File: src/hw/rtl/ray_disc_intersect_2d_assert.svh
// assertion macros for the ray/disc intersect rtl
// expects clk_i and rst_ni in the scope of each use
`ifndef RAY_DISC_INTERSECT_2D_ASSERT_SVH
`define RAY_DISC_INTERSECT_2D_ASSERT_SVH

// same-cycle implication
`define RDI_ASSERT_IMP(lbl, ante, cons) \
  lbl: assert property (@(posedge clk_i) disable iff (!rst_ni) (ante) |-> (cons)) \
    else $error("rdi assertion failed");

// next-cycle implication
`define RDI_ASSERT_NXT(lbl, ante, cons) \
  lbl: assert property (@(posedge clk_i) disable iff (!rst_ni) (ante) |=> (cons)) \
    else $error("rdi assertion failed");

`endif

File: src/hw/rtl/rdi_pkg.sv
// shared widths, constants and pipeline control type for the ray/disc intersect
// no dependencies
package rdi_pkg;

  localparam int unsigned CoordW   = 32;
  localparam int unsigned DirW     = 16;
  localparam int unsigned DistW    = 31;
  localparam int unsigned DirFracW = 14;
  localparam int unsigned NormQuoW = DirFracW + 1;
  localparam int unsigned RndOfs   = 1 << (DirFracW - 1);

  typedef struct packed {
    logic adv;
    logic vld;
  } rdi_ctl_t;

endpackage

File: src/hw/rtl/rdi_div.sv
// pipelined two-lane restoring divider sharing one divisor, one quotient bit per stage
// depends on rdi_pkg; numerators must stay below den * 2^QuoW
module rdi_div import rdi_pkg::*; #(
  parameter int unsigned QuoW = 15,
  parameter int unsigned DenW = 32,
  parameter int unsigned PayW = 8
) (
  input  logic                   clk_i,
  input  logic                   rst_ni,
  input  rdi_ctl_t               ctl_i,
  input  logic [QuoW+DenW-1:0]   num_x_i,
  input  logic [QuoW+DenW-1:0]   num_y_i,
  input  logic [DenW-1:0]        den_i,
  input  logic [PayW-1:0]        pay_i,
  output logic                   vld_o,
  output logic [QuoW-1:0]        quo_x_o,
  output logic [QuoW-1:0]        quo_y_o,
  output logic [PayW-1:0]        pay_o
);

  localparam int unsigned NumW = QuoW + DenW;

  logic [NumW-1:0] remx_q [QuoW];
  logic [NumW-1:0] remy_q [QuoW];
  logic [QuoW-1:0] quox_q [QuoW];
  logic [QuoW-1:0] quoy_q [QuoW];
  logic [DenW-1:0] den_q  [QuoW];
  logic [PayW-1:0] pay_q  [QuoW];
  logic            vld_q  [QuoW];

  for (genvar i = 0; i < QuoW; i++) begin : g_step
    logic [NumW-1:0] remx_in;
    logic [NumW-1:0] remy_in;
    logic [QuoW-1:0] quox_in;
    logic [QuoW-1:0] quoy_in;
    logic [DenW-1:0] den_in;
    logic [PayW-1:0] pay_in;
    logic            vld_in;
    logic [NumW-1:0] dsh;
    logic            gex;
    logic            gey;

    if (i == 0) begin : g_first
      assign remx_in = num_x_i;
      assign remy_in = num_y_i;
      assign quox_in = '0;
      assign quoy_in = '0;
      assign den_in  = den_i;
      assign pay_in  = pay_i;
      assign vld_in  = ctl_i.vld;
    end else begin : g_next
      assign remx_in = remx_q[i-1];
      assign remy_in = remy_q[i-1];
      assign quox_in = quox_q[i-1];
      assign quoy_in = quoy_q[i-1];
      assign den_in  = den_q[i-1];
      assign pay_in  = pay_q[i-1];
      assign vld_in  = vld_q[i-1];
    end

    assign dsh = NumW'(den_in) << (QuoW - 1 - i);
    assign gex = (remx_in >= dsh);
    assign gey = (remy_in >= dsh);

    always_ff @(posedge clk_i or negedge rst_ni) begin
      if (!rst_ni) begin
        vld_q[i] <= 1'b0;
      end else if (ctl_i.adv) begin
        vld_q[i] <= vld_in;
      end
    end

    always_ff @(posedge clk_i) begin
      if (ctl_i.adv) begin
        remx_q[i] <= gex ? (remx_in - dsh) : remx_in;
        remy_q[i] <= gey ? (remy_in - dsh) : remy_in;
        quox_q[i] <= {quox_in[QuoW-2:0], gex};
        quoy_q[i] <= {quoy_in[QuoW-2:0], gey};
        den_q[i]  <= den_in;
        pay_q[i]  <= pay_in;
      end
    end
  end

  assign vld_o   = vld_q[QuoW-1];
  assign quo_x_o = quox_q[QuoW-1];
  assign quo_y_o = quoy_q[QuoW-1];
  assign pay_o   = pay_q[QuoW-1];

endmodule

File: config.mk
export PLATFORM = sky130hd
export DESIGN_NAME = rdi_div
export DESIGN_NICKNAME = d
export VERILOG_FILES = /design/src/hw/rtl/ray_disc_intersect_2d_assert.svh /design/src/hw/rtl/rdi_pkg.sv /design/src/hw/rtl/rdi_div.sv
export SDC_FILE = /design/constraint.sdc
export NUM_CORES = 2
export LEC_CHECK = 0
export BUFFER_PORTS_ARGS = -buffer_cell sky130_fd_sc_hd__buf_4
export CORE_ASPECT_RATIO = 1.4
export CORE_MARGIN = 2
export CORE_UTILIZATION = 25
export CTS_CLUSTER_DIAMETER = 50
export DETAILED_ROUTE_END_ITERATION = 16
export SYNTH_ARGS = -nofsm -noshare
export SYNTH_HDL_FRONTEND = slang
export SYNTH_SLANG_ARGS = --single-unit
export TNS_END_PERCENT = 5
File: constraint.sdc
create_clock -name clk_i -period 5.2 [get_ports clk_i]
set_input_delay 0.26 -clock clk_i [delete_from_list [all_inputs] [get_ports clk_i]]
set_output_delay 0.26 -clock clk_i [all_outputs]
set_load 0.05 [all_outputs]
==> run metrics <==
DR DRC count=0; CTS tree=done; first-pass GRT wire length=548000 um; antenna violations before repair=4; Worst VDD drop=290 uV; endpoints failing hold=0; Internal=52.9 mW; clock skew=68.7 ps; critical path required time=5840 ps; Post-synth EDFFs=2124; vias in the first global route=95500; P&R area growth vs syn=17.1%; CP max stage delay=610 ps; status=finished clean; clock sinks=2139; Die Y=854 um; DR iter-0 viols=5478; Starting Density=25.1%; Avg WL per Cell=18.6 um; Gate Count Post-Synth=12100; PortBufs=176; Antenna Violating Nets Remaining=0; WS Path Type=reg2reg; WP buf/inv=2; Mean Syn Cell Area=10.6 um^2; worst skew pair latency=930 ps; asr flop ratio synth=0.701%; Max Transition Viols Final=0; Psw=33.2 mW; total I/O pin count=177; Yosys cell types=108; buffer count from post-CTS setup fixing=0; TritonCTS Buffers=296; power per cell area=570 nW/um^2; fmax=0.211 GHz; min-delay worst type=in2reg; Worst-path clk slew=60 ps; Clk pwr share=23.1%; Slew headroom=16.0%; setup slack, reg-to-reg=450 ps; #FFs+latches synth=2139; setup TNS=0 ps; number of warnings issued by yosys=0; Congestion Overflow GR=0; Cells after DPL=18900; hpwl dp=291000 um; reg2reg end=remx_q[1][138]$_DFFE_PP_; CP arrival=5390 ps; Synth Cell Area=129000 um^2; number of max-cap violations=0; Crit. Startpoint=remx_q[1][51]$_DFFE_PP_; H-tree depth=5; syn_nets=13300; Seq pwr share=33.7%; overall power=86.1 mW; Comb power frac=43.2%; CP max-delay cell=a211oi_1; sequential share of the synthesized area=49.7%; Hold Path Stages=2; worst slew pin tran=1250 ps; final setup violation count=0; RSZ-0062 raised after global routing=no; startpoint types=flop; Top delay family on crit path=compound AO/OA/AOI/OAI gates; area of the multi-input gates=60900 um^2; Core Area=515000 um^2; FF/Latch Area=64200 um^2; most frequent cells in the layout=edfxtp_1 (2124), a21oi_1 (1232), ha_1 (960); Root Buffer=clkbuf_16; clock buffer depth=4; DR vias/cell=4.75; Period minus WS final=4750 ps; R2R cell count=14; row count=312; via count=93300; DRT Pass-1 Iters=6; die width=611 um; Die ar.=522000 um^2; non-filler instance count after layout=19600; Fill cells=52900; nets@finish=13800; dominant synthesized flop cell=edfxtp_1; sw frac=38.6%; WL final=365000 um; hold_sp=num_y_i[4]; leading cell type in the layout, fill and taps excluded=edfxtp_1; fraction of layout cells with a size suffix above 1=8.94%; GR Util All Layers=13.4%; hold worst-path end=remy_q[0][4]$_DFFE_PP_; CP Cell Sequence=inv_1 -> ha_1 -> inv_1 -> fa_1 -> a211oi_1 -> o211ai_1 -> a211oi_1 -> o2111ai_1 -> a41oi_1 -> o21a_1 -> o32a_1 -> nand4_1 -> or4_1 -> xnor2_1; Lkg Pwr=58.0 nW; GPL Wtd Cong=0.980; Tcrit/Tclk final=91.3%; pin count of the biggest net entering global routing=181; largest fanout on the critical path=5; CP Capture Type=flop; FF-to-FF Start=remx_q[1][51]$_DFFE_PP_
==> flip-flops by register name, summed over array words and instances (netlist names) <==
| name | count |
|---|---|
| remx_q | 658 |
| quox_q | 120 |
| remy_q | 658 |
| g_step.vld_in | 14 |
| den_q | 448 |
| quoy_q | 120 |
| pay_q | 120 |
| vld_o | 1 |
==> area by class of cell <==
cell class                 count  share of cell area [%]
antenna                        1                 0.00166
clock buffer                 335                    5.07
clock inverter               200                    1.40
inverter                     749                    1.86
multi-input combinational   8892                    40.3
sequential                  2139                    42.4
tap                         6751                    5.59
timing repair buffer         564                    3.38
==> through the flow <==
| step | hold WS [ps] | utilization [%] | setup slack, ps | area, um^2 |
|---|---|---|---|---|
| floorplan | -35.6 | - | 1770 | 129000 |
| global placement | 116 | 27.0 | 353 | 139000 |
| detailed placement | 123 | 27.0 | 341 | 139000 |
| CTS | 2.35 | 29.4 | 319 | 151000 |
| global route | 34.6 | 29.4 | 242 | 151000 |
| finish | 105 | 29.4 | 454 | 151000 |
==> routing by layer <==
metal | vias up | track usage, % | wire length (um)
li1 | 46300 | - | -
met1 | 44100 | 13.8 | 136000
met2 | 2099 | 25.4 | 189000
met3 | 863 | 1.45 | 11000
met4 | 0 | 9.27 | 28700
met5 | - | 0 | 0
==> power by group through the flow <==
stage	combinational [mW]	sequential [mW]	clock, mW
final	37.2	29.0	19.9
after floorplan	27.1	27.7	0
after global placement	36.3	29.3	0
after CTS	36.9	28.9	20.5
after detailed placement	36.6	29.3	0
after global routing	41.0	29.4	21.2
==> worst max path at each step <==
stage                                           to  slack (ps)  cells after the start
final                     remx_q[1][138]$_DFFE_PP_         450                     14
after global routing      remx_q[1][138]$_DFFE_PP_         240                     14
after CTS                 remx_q[0][207]$_DFFE_PP_         320                     12
after detailed placement  remx_q[0][207]$_DFFE_PP_         340                     12
after global placement    remx_q[0][203]$_DFFE_PP_         350                     12
after floorplan           remx_q[1][138]$_DFFE_PP_        1770                     14
==> kinds of logic (layout without fill, tap and decap cells) <==
family                   count (synthesis)  in the layout  share of synthesized area, %
AO/OA/AOI/OAI                         3471           3471                          16.7
XOR/XNOR                               961            961                          6.52
adder cells (fa/ha/maj)                988            988                          9.74
buffers and inverters                 1111           1848                          3.34
flip-flops                            2139           2139                          49.7
multiplexers                           200            200                          1.76
other                                    0              1                             0
AND/OR/NAND/NOR                       3272           3272                          12.3
==> timing repair <==
| action | in CTS | in global routing |
|---|---|---|
| resized for setup | 0 | 1 |
| setup endpoints to repair | 0 | 1 |
| hold endpoints to repair | 208 | 0 |
| hold buffers | 214 | 0 |
==> synth_stat cells, drive strengths merged, types with 99 or more instances <==
library cell / count / area [um^2]
edfxtp: 2124 / 63800
a21oi: 1235 / 6200
ha: 960 / 12000
nor2: 937 / 3520
nand2: 887 / 3330
o21ai: 789 / 3950
inv: 747 / 2800
xnor2: 547 / 4790
a21o: 496 / 3720
xor2: 414 / 3630
clkbuf: 262 / 985
nand3: 225 / 1130
nand4: 195 / 1220
mux2: 187 / 2140
nor3: 183 / 921
nand2b: 149 / 932
nor2b: 129 / 815
o21bai: 123 / 923
o21a: 116 / 871
nor4: 115 / 719
buf: 100 / 509
a211oi: 99 / 748
==> worst reg2reg max path, cell delays in order (launching register included) <==
cell and delay, ps:
edfxtp_1 390, inv_1 70, ha_1 130, inv_1 60, fa_1 420, a211oi_1 440
o211ai_1 240, a211oi_1 610, o2111ai_1 260, a41oi_1 510, o21a_1 410, o32a_1 260
nand4_1 100, or4_1 450, xnor2_1 160
(Power assumes the default switching activity.)
