File: config.mk
export PLATFORM = sky130hd
export DESIGN_NAME = rdi_sqrt
export DESIGN_NICKNAME = d
export VERILOG_FILES = /design/src/hw/rtl/ray_disc_intersect_2d_assert.svh /design/src/hw/rtl/rdi_pkg.sv /design/src/hw/rtl/rdi_sqrt.sv
export SDC_FILE = /design/constraint.sdc
export NUM_CORES = 2
export LEC_CHECK = 0
export ABC_AREA = 0
export BUFFER_PORTS_ARGS = -buffer_cell sky130_fd_sc_hd__clkbuf_2
export CORE_ASPECT_RATIO = 1.4
export CORE_UTILIZATION = 55
export CTS_CLUSTER_SIZE = 40
export DETAILED_ROUTE_END_ITERATION = 10
export PLACE_DENSITY = 0.71
export SLEW_MARGIN = 10
export SYNTH_ARGS = -nofsm -noshare
export SYNTH_HDL_FRONTEND = slang
export SYNTH_MEMORY_MAX_BITS = 65536
export SYNTH_SLANG_ARGS = --single-unit
File: constraint.sdc
create_clock -name clk_i -period 3.73 [get_ports clk_i]
set_input_delay 1.119 -clock clk_i [delete_from_list [all_inputs] [get_ports clk_i]]
set_output_delay 1.119 -clock clk_i [all_outputs]
set_load 0.005 [all_outputs]
File: src/hw/rtl/ray_disc_intersect_2d_assert.svh
// assertion macros for the ray/disc intersect rtl
// expects clk_i and rst_ni in the scope of each use
`ifndef RAY_DISC_INTERSECT_2D_ASSERT_SVH
`define RAY_DISC_INTERSECT_2D_ASSERT_SVH

// same-cycle implication
`define RDI_ASSERT_IMP(lbl, ante, cons) \
  lbl: assert property (@(posedge clk_i) disable iff (!rst_ni) (ante) |-> (cons)) \
    else $error("rdi assertion failed");

// next-cycle implication
`define RDI_ASSERT_NXT(lbl, ante, cons) \
  lbl: assert property (@(posedge clk_i) disable iff (!rst_ni) (ante) |=> (cons)) \
    else $error("rdi assertion failed");

`endif

File: src/hw/rtl/rdi_pkg.sv
// shared widths, constants and pipeline control type for the ray/disc intersect
// no dependencies
package rdi_pkg;

  localparam int unsigned CoordW   = 32;
  localparam int unsigned DirW     = 16;
  localparam int unsigned DistW    = 31;
  localparam int unsigned DirFracW = 14;
  localparam int unsigned NormQuoW = DirFracW + 1;
  localparam int unsigned RndOfs   = 1 << (DirFracW - 1);

  typedef struct packed {
    logic adv;
    logic vld;
  } rdi_ctl_t;

endpackage

File: src/hw/rtl/rdi_sqrt.sv
// pipelined integer square root, one root bit per stage, with sideband payload
// depends on rdi_pkg
module rdi_sqrt import rdi_pkg::*; #(
  parameter int unsigned RootW = 31,
  parameter int unsigned PayW  = 8
) (
  input  logic                 clk_i,
  input  logic                 rst_ni,
  input  rdi_ctl_t             ctl_i,
  input  logic [2*RootW-1:0]   rad_i,
  input  logic [PayW-1:0]      pay_i,
  output logic                 vld_o,
  output logic [RootW-1:0]     root_o,
  output logic [PayW-1:0]      pay_o
);

  localparam int unsigned RadW = 2 * RootW;
  localparam int unsigned RemW = RootW + 3;

  logic [RadW-1:0]  rad_q  [RootW];
  logic [RemW-1:0]  rem_q  [RootW];
  logic [RootW-1:0] root_q [RootW];
  logic [PayW-1:0]  pay_q  [RootW];
  logic             vld_q  [RootW];

  for (genvar i = 0; i < RootW; i++) begin : g_step
    logic [RadW-1:0]  rad_in;
    logic [RemW-1:0]  rem_in;
    logic [RootW-1:0] root_in;
    logic [PayW-1:0]  pay_in;
    logic             vld_in;
    logic [RemW-1:0]  cur;
    logic [RemW-1:0]  trial;
    logic             ge;

    if (i == 0) begin : g_first
      assign rad_in  = rad_i;
      assign rem_in  = '0;
      assign root_in = '0;
      assign pay_in  = pay_i;
      assign vld_in  = ctl_i.vld;
    end else begin : g_next
      assign rad_in  = rad_q[i-1];
      assign rem_in  = rem_q[i-1];
      assign root_in = root_q[i-1];
      assign pay_in  = pay_q[i-1];
      assign vld_in  = vld_q[i-1];
    end

    assign cur   = {rem_in[RemW-3:0], rad_in[RadW-1 -: 2]};
    assign trial = RemW'({root_in, 2'b01});
    assign ge    = (cur >= trial);

    always_ff @(posedge clk_i or negedge rst_ni) begin
      if (!rst_ni) begin
        vld_q[i] <= 1'b0;
      end else if (ctl_i.adv) begin
        vld_q[i] <= vld_in;
      end
    end

    always_ff @(posedge clk_i) begin
      if (ctl_i.adv) begin
        rad_q[i]  <= rad_in << 2;
        rem_q[i]  <= ge ? (cur - trial) : cur;
        root_q[i] <= {root_in[RootW-2:0], ge};
        pay_q[i]  <= pay_in;
      end
    end
  end

  assign vld_o  = vld_q[RootW-1];
  assign root_o = root_q[RootW-1];
  assign pay_o  = pay_q[RootW-1];

endmodule

==> implementation parameters <==
Parameter                              Value

Finish
  Final Net Count    9,823
  Layout-stage area growth over the synthesis result    11.84%
  Ratio of cells with drive above 1 in the final layout    0.09431
  Non-filler instance count after layout    12,245
  Post-route core utilization    0.6203

Detailed routing
  Iteration-0 DRC count of the detailed router    4,373
  Average wire per standard cell    20.21 um
  Total Routed Length    247,400 um
  Number of iterations in the first detailed-routing pass    7
  Avg Vias per Cell    5.693
  Total via count in the routed design    69,708
  Remaining design rule violation count    0
  Routed Antenna Nets    0

Yosys
  Per-instance average area after synthesis    13.35 sq um
  Most area-consuming cells after synthesis    sky130_fd_sc_hd__edfxtp_1 66%, sky130_fd_sc_hd__ha_1 5.6%, sky130_fd_sc_hd__xor2_1 3.2%
  Biggest area consumer among synthesized cells    sky130_fd_sc_hd__edfxtp_1
  Leading cell types by count after synthesis    2,587 x sky130_fd_sc_hd__edfxtp_1, 671 x sky130_fd_sc_hd__inv_1, 632 x sky130_fd_sc_hd__nand2_1
  Proportion of netlist area held by the largest area contributor    0.6593
  Warnings from Yosys    0
  Library cell with the highest instance count after synthesis    sky130_fd_sc_hd__edfxtp_1
  Net count after synthesis    9,430
  Portion of the post-synthesis area used by sequential elements    0.6659
  Total of flip-flops plus latches after synthesis    2,618
  Share of synthesized registers carrying an async set or reset    0.01184
  EDFF count, synth    2,587
  Synthesized cell area    117,800 sq um
  Synth Flop Type    sky130_fd_sc_hd__edfxtp_1
  Mapped Cells    8,828
  Library cells used by synthesis    84

STA
  Post-layout worst setup margin    124.1 ps
  Hold Slack    299.2 ps
  Endpoints failing setup    0
  Tightest slew margin relative to the limit    0.3187
  Achievable frequency    0.2773 GHz
  Transition time at the pin with the least slew margin    1009 ps
  Slew Viols, Final    0
  Post-Route Skew    83.48 ps
  Period utilization    0.9667
  Unrepaired setup endpoints after global routing    no
  Count of endpoints failing hold in the final timing report    0
  Final min period    3606 ps

CTS
  Number of buffers on the longest clock path    4
  Number of buffers created by CTS    246
  Reg clk slew, reported paths    60 ps
  Clock H-tree levels    4
  Clk Latency, worst-skew pair    910 ps
  TritonCTS clock tree    yes
  Clock tree root driver cell    sky130_fd_sc_hd__clkbuf_16
  # clock sinks    2,618

Placed design
  Hpwl dp    182,400 um
  Post-Place Cells    11,796
  Global placer's final weighted congestion    0.9126
  Setup Slack @ Placement    -32.99 ps
  Number of buffer cells added on primary ports    113

Setup path
  Critical path, cell by cell    or4_1, or4_1, or3_1, or3_1, and4bb_2, o221a_4, buf_4, o21ai_0
  Crit path max-delay family    simple AND/OR/NAND/NOR gates
  Master of the slowest instance on the critical path    sky130_fd_sc_hd__or4_1
  Endpoint arrival time on the critical path    4190 ps
  Worst Setup Path Type    reg2reg
  Crit end category    flop
  Startpoint of the worst register-to-register path    rem_q[1][187]$_DFFE_PP_
  CP bufs+invs    1
  Delay of the slowest critical-path stage    570 ps
  Worst Reg-to-Reg Cells    8
  Reg2reg setup slack    120 ps
  Maximum net fanout on the critical path    18
  Worst reg2reg path endpoint    rem_q[1][211]$_DFFE_PP_
  Required time worst endpoint    4310 ps
  Startpoint type of the worst setup path    flop

GRT
  Overall global routing resource usage    0.2283
  Largest net degree at the start of global routing    126
  Initial antenna violation count    1
  Number of global-route vias before repair    70,166
  Sum of overflow across all layers after global routing    0
  Wire length of the first global-routing pass    383,000 um

Job
  Max-cap viol count    0

Die
  Area of the die    216,100 sq um
  Starting Density    0.5546
  IO Pins    114
  Horizontal die dimension    393.2 um
  Placeable core region    212,500 sq um
  Site Rows    200
  Vert. Die Dim    549.7 um

Pwr
  Leak    50.29 nW
  Power per cell area    610.9 nW/um^2
  Max IR drop VDD    0.0006316 V

Outcome
  Result of the run    finished clean

Hold path
  Class of the tightest hold or removal check    in2async
## layout by cell type, fill, tap and decap left out, drive strengths merged, types with 90 or more instances in the layout
cell type / count
nand3: 134
nor2: 491
o21a: 101
a21oi: 476
clkbuf: 407
xnor2: 322
inv: 679
nand2b: 113
nand2: 632
nand4: 90
buf: 216
nor4: 129
a21o: 212
clkinv: 91
nor3: 212
edfxtp: 2587
ha: 528
xor2: 429
o21ai: 530
## kinds of logic (layout without fill, tap and decap cells)
family                     after synthesis  after routing  share of synthesized area
AOI/OAI and AO/OA                     1764           1764                    0.09313
xor gates and xnor gates               751            751                    0.05582
adders and majority gates              528            528                    0.05607
buffers and inverters                  855           1443                    0.02740
DFF                                   2618           2618                     0.6659
muxes                                   96             96                   0.009079
other                                    1              2                 0.00003183
and+or+nand+nor                       2215           2215                    0.09260
## power by group
part           switching (mW)  internal (mW)  leakage, nW  total (mW)
clock network            10.6           14.9         3.99        25.5
registers                2.56           36.9         25.3        39.5
logic                    9.05           6.47         21.0        15.5
## metal layers
metal | GRT usage | part of all wire
met5 | 0 | 0
met4 | 0.1287 | 0.062
met3 | 0.02639 | 0.033
met2 | 0.4296 | 0.54
met1 | 0.2450 | 0.36
## worst register-to-register path: stages (launching register included)
cell and delay (ps):
sky130_fd_sc_hd__edfxtp_1 470, sky130_fd_sc_hd__or4_1 570, sky130_fd_sc_hd__or4_1 560, sky130_fd_sc_hd__or3_1 370, sky130_fd_sc_hd__or3_1 340, sky130_fd_sc_hd__and4bb_2 350
sky130_fd_sc_hd__o221a_4 300, sky130_fd_sc_hd__buf_4 250, sky130_fd_sc_hd__o21ai_0 150
## registers in the layout (all words and copies together) (netlist names)
name and count:
rad_q 930, rem_q 913, root_q 496, pay_q 248
g_step.vld_in 30, vld_o 1
## layout make-up
type                    instances  area [sq um]
clock inverters               148          1750
fillers                     15941         80680
flip-flops and latches       2618         78460
well taps                    2828          3538
diodes                          1         2.502
inverters                     672          2525
clock buffers                 295          6482
multi-input cells            5355         36360
repair buffers                328          2658
## through the flow
| step | TNS [ps] | total power, mW | cell area, sq um |
|---|---|---|---|
| final | 0 | 80.50 | 131800 |
| after global routing | 0 | 84.24 | 131800 |
| after CTS | 0 | 81.14 | 131600 |
| after detailed placement | -49.82 | 55.47 | 123400 |
| after global placement | -1.480 | 55.17 | 123400 |
| after floorplan | 0 | 49.76 | 117800 |
## how the worst max path moves through the flow
stage / from / to / slack [ps] / cells past startpoint
2_1_floorplan: rem_q[1][155]$_DFFE_PP_ / rem_q[1][187]$_DFFE_PP_ / 280 / 10
3_3_place_gp: rem_q[2][69]$_DFFE_PP_ / rem_q[2][127]$_DFFE_PP_ / -1 / 10
3_5_place_dp: rem_q[0][68]$_DFFE_PP_ / rem_q[0][133]$_DFFE_PP_ / -30 / 10
4_1_cts: rem_q[1][86]$_DFFE_PP_ / rem_q[1][107]$_DFFE_PP_ / 1 / 7
5_1_grt: rem_q[3][103]$_DFFE_PP_ / rem_q[3][154]$_DFFE_PP_ / 2 / 11
6_report: rem_q[1][187]$_DFFE_PP_ / rem_q[1][211]$_DFFE_PP_ / 120 / 8
## repair_timing
action                                  CTS  global route
pin swaps                                 0             4
hold buffers                              0             0
endpoints found under the hold margin     0             0
buffers inserted                          0             5
endpoints found under the setup margin    4           128
gates resized for setup                   1            27
Note: power is estimated with default switching activity, not from simulation.
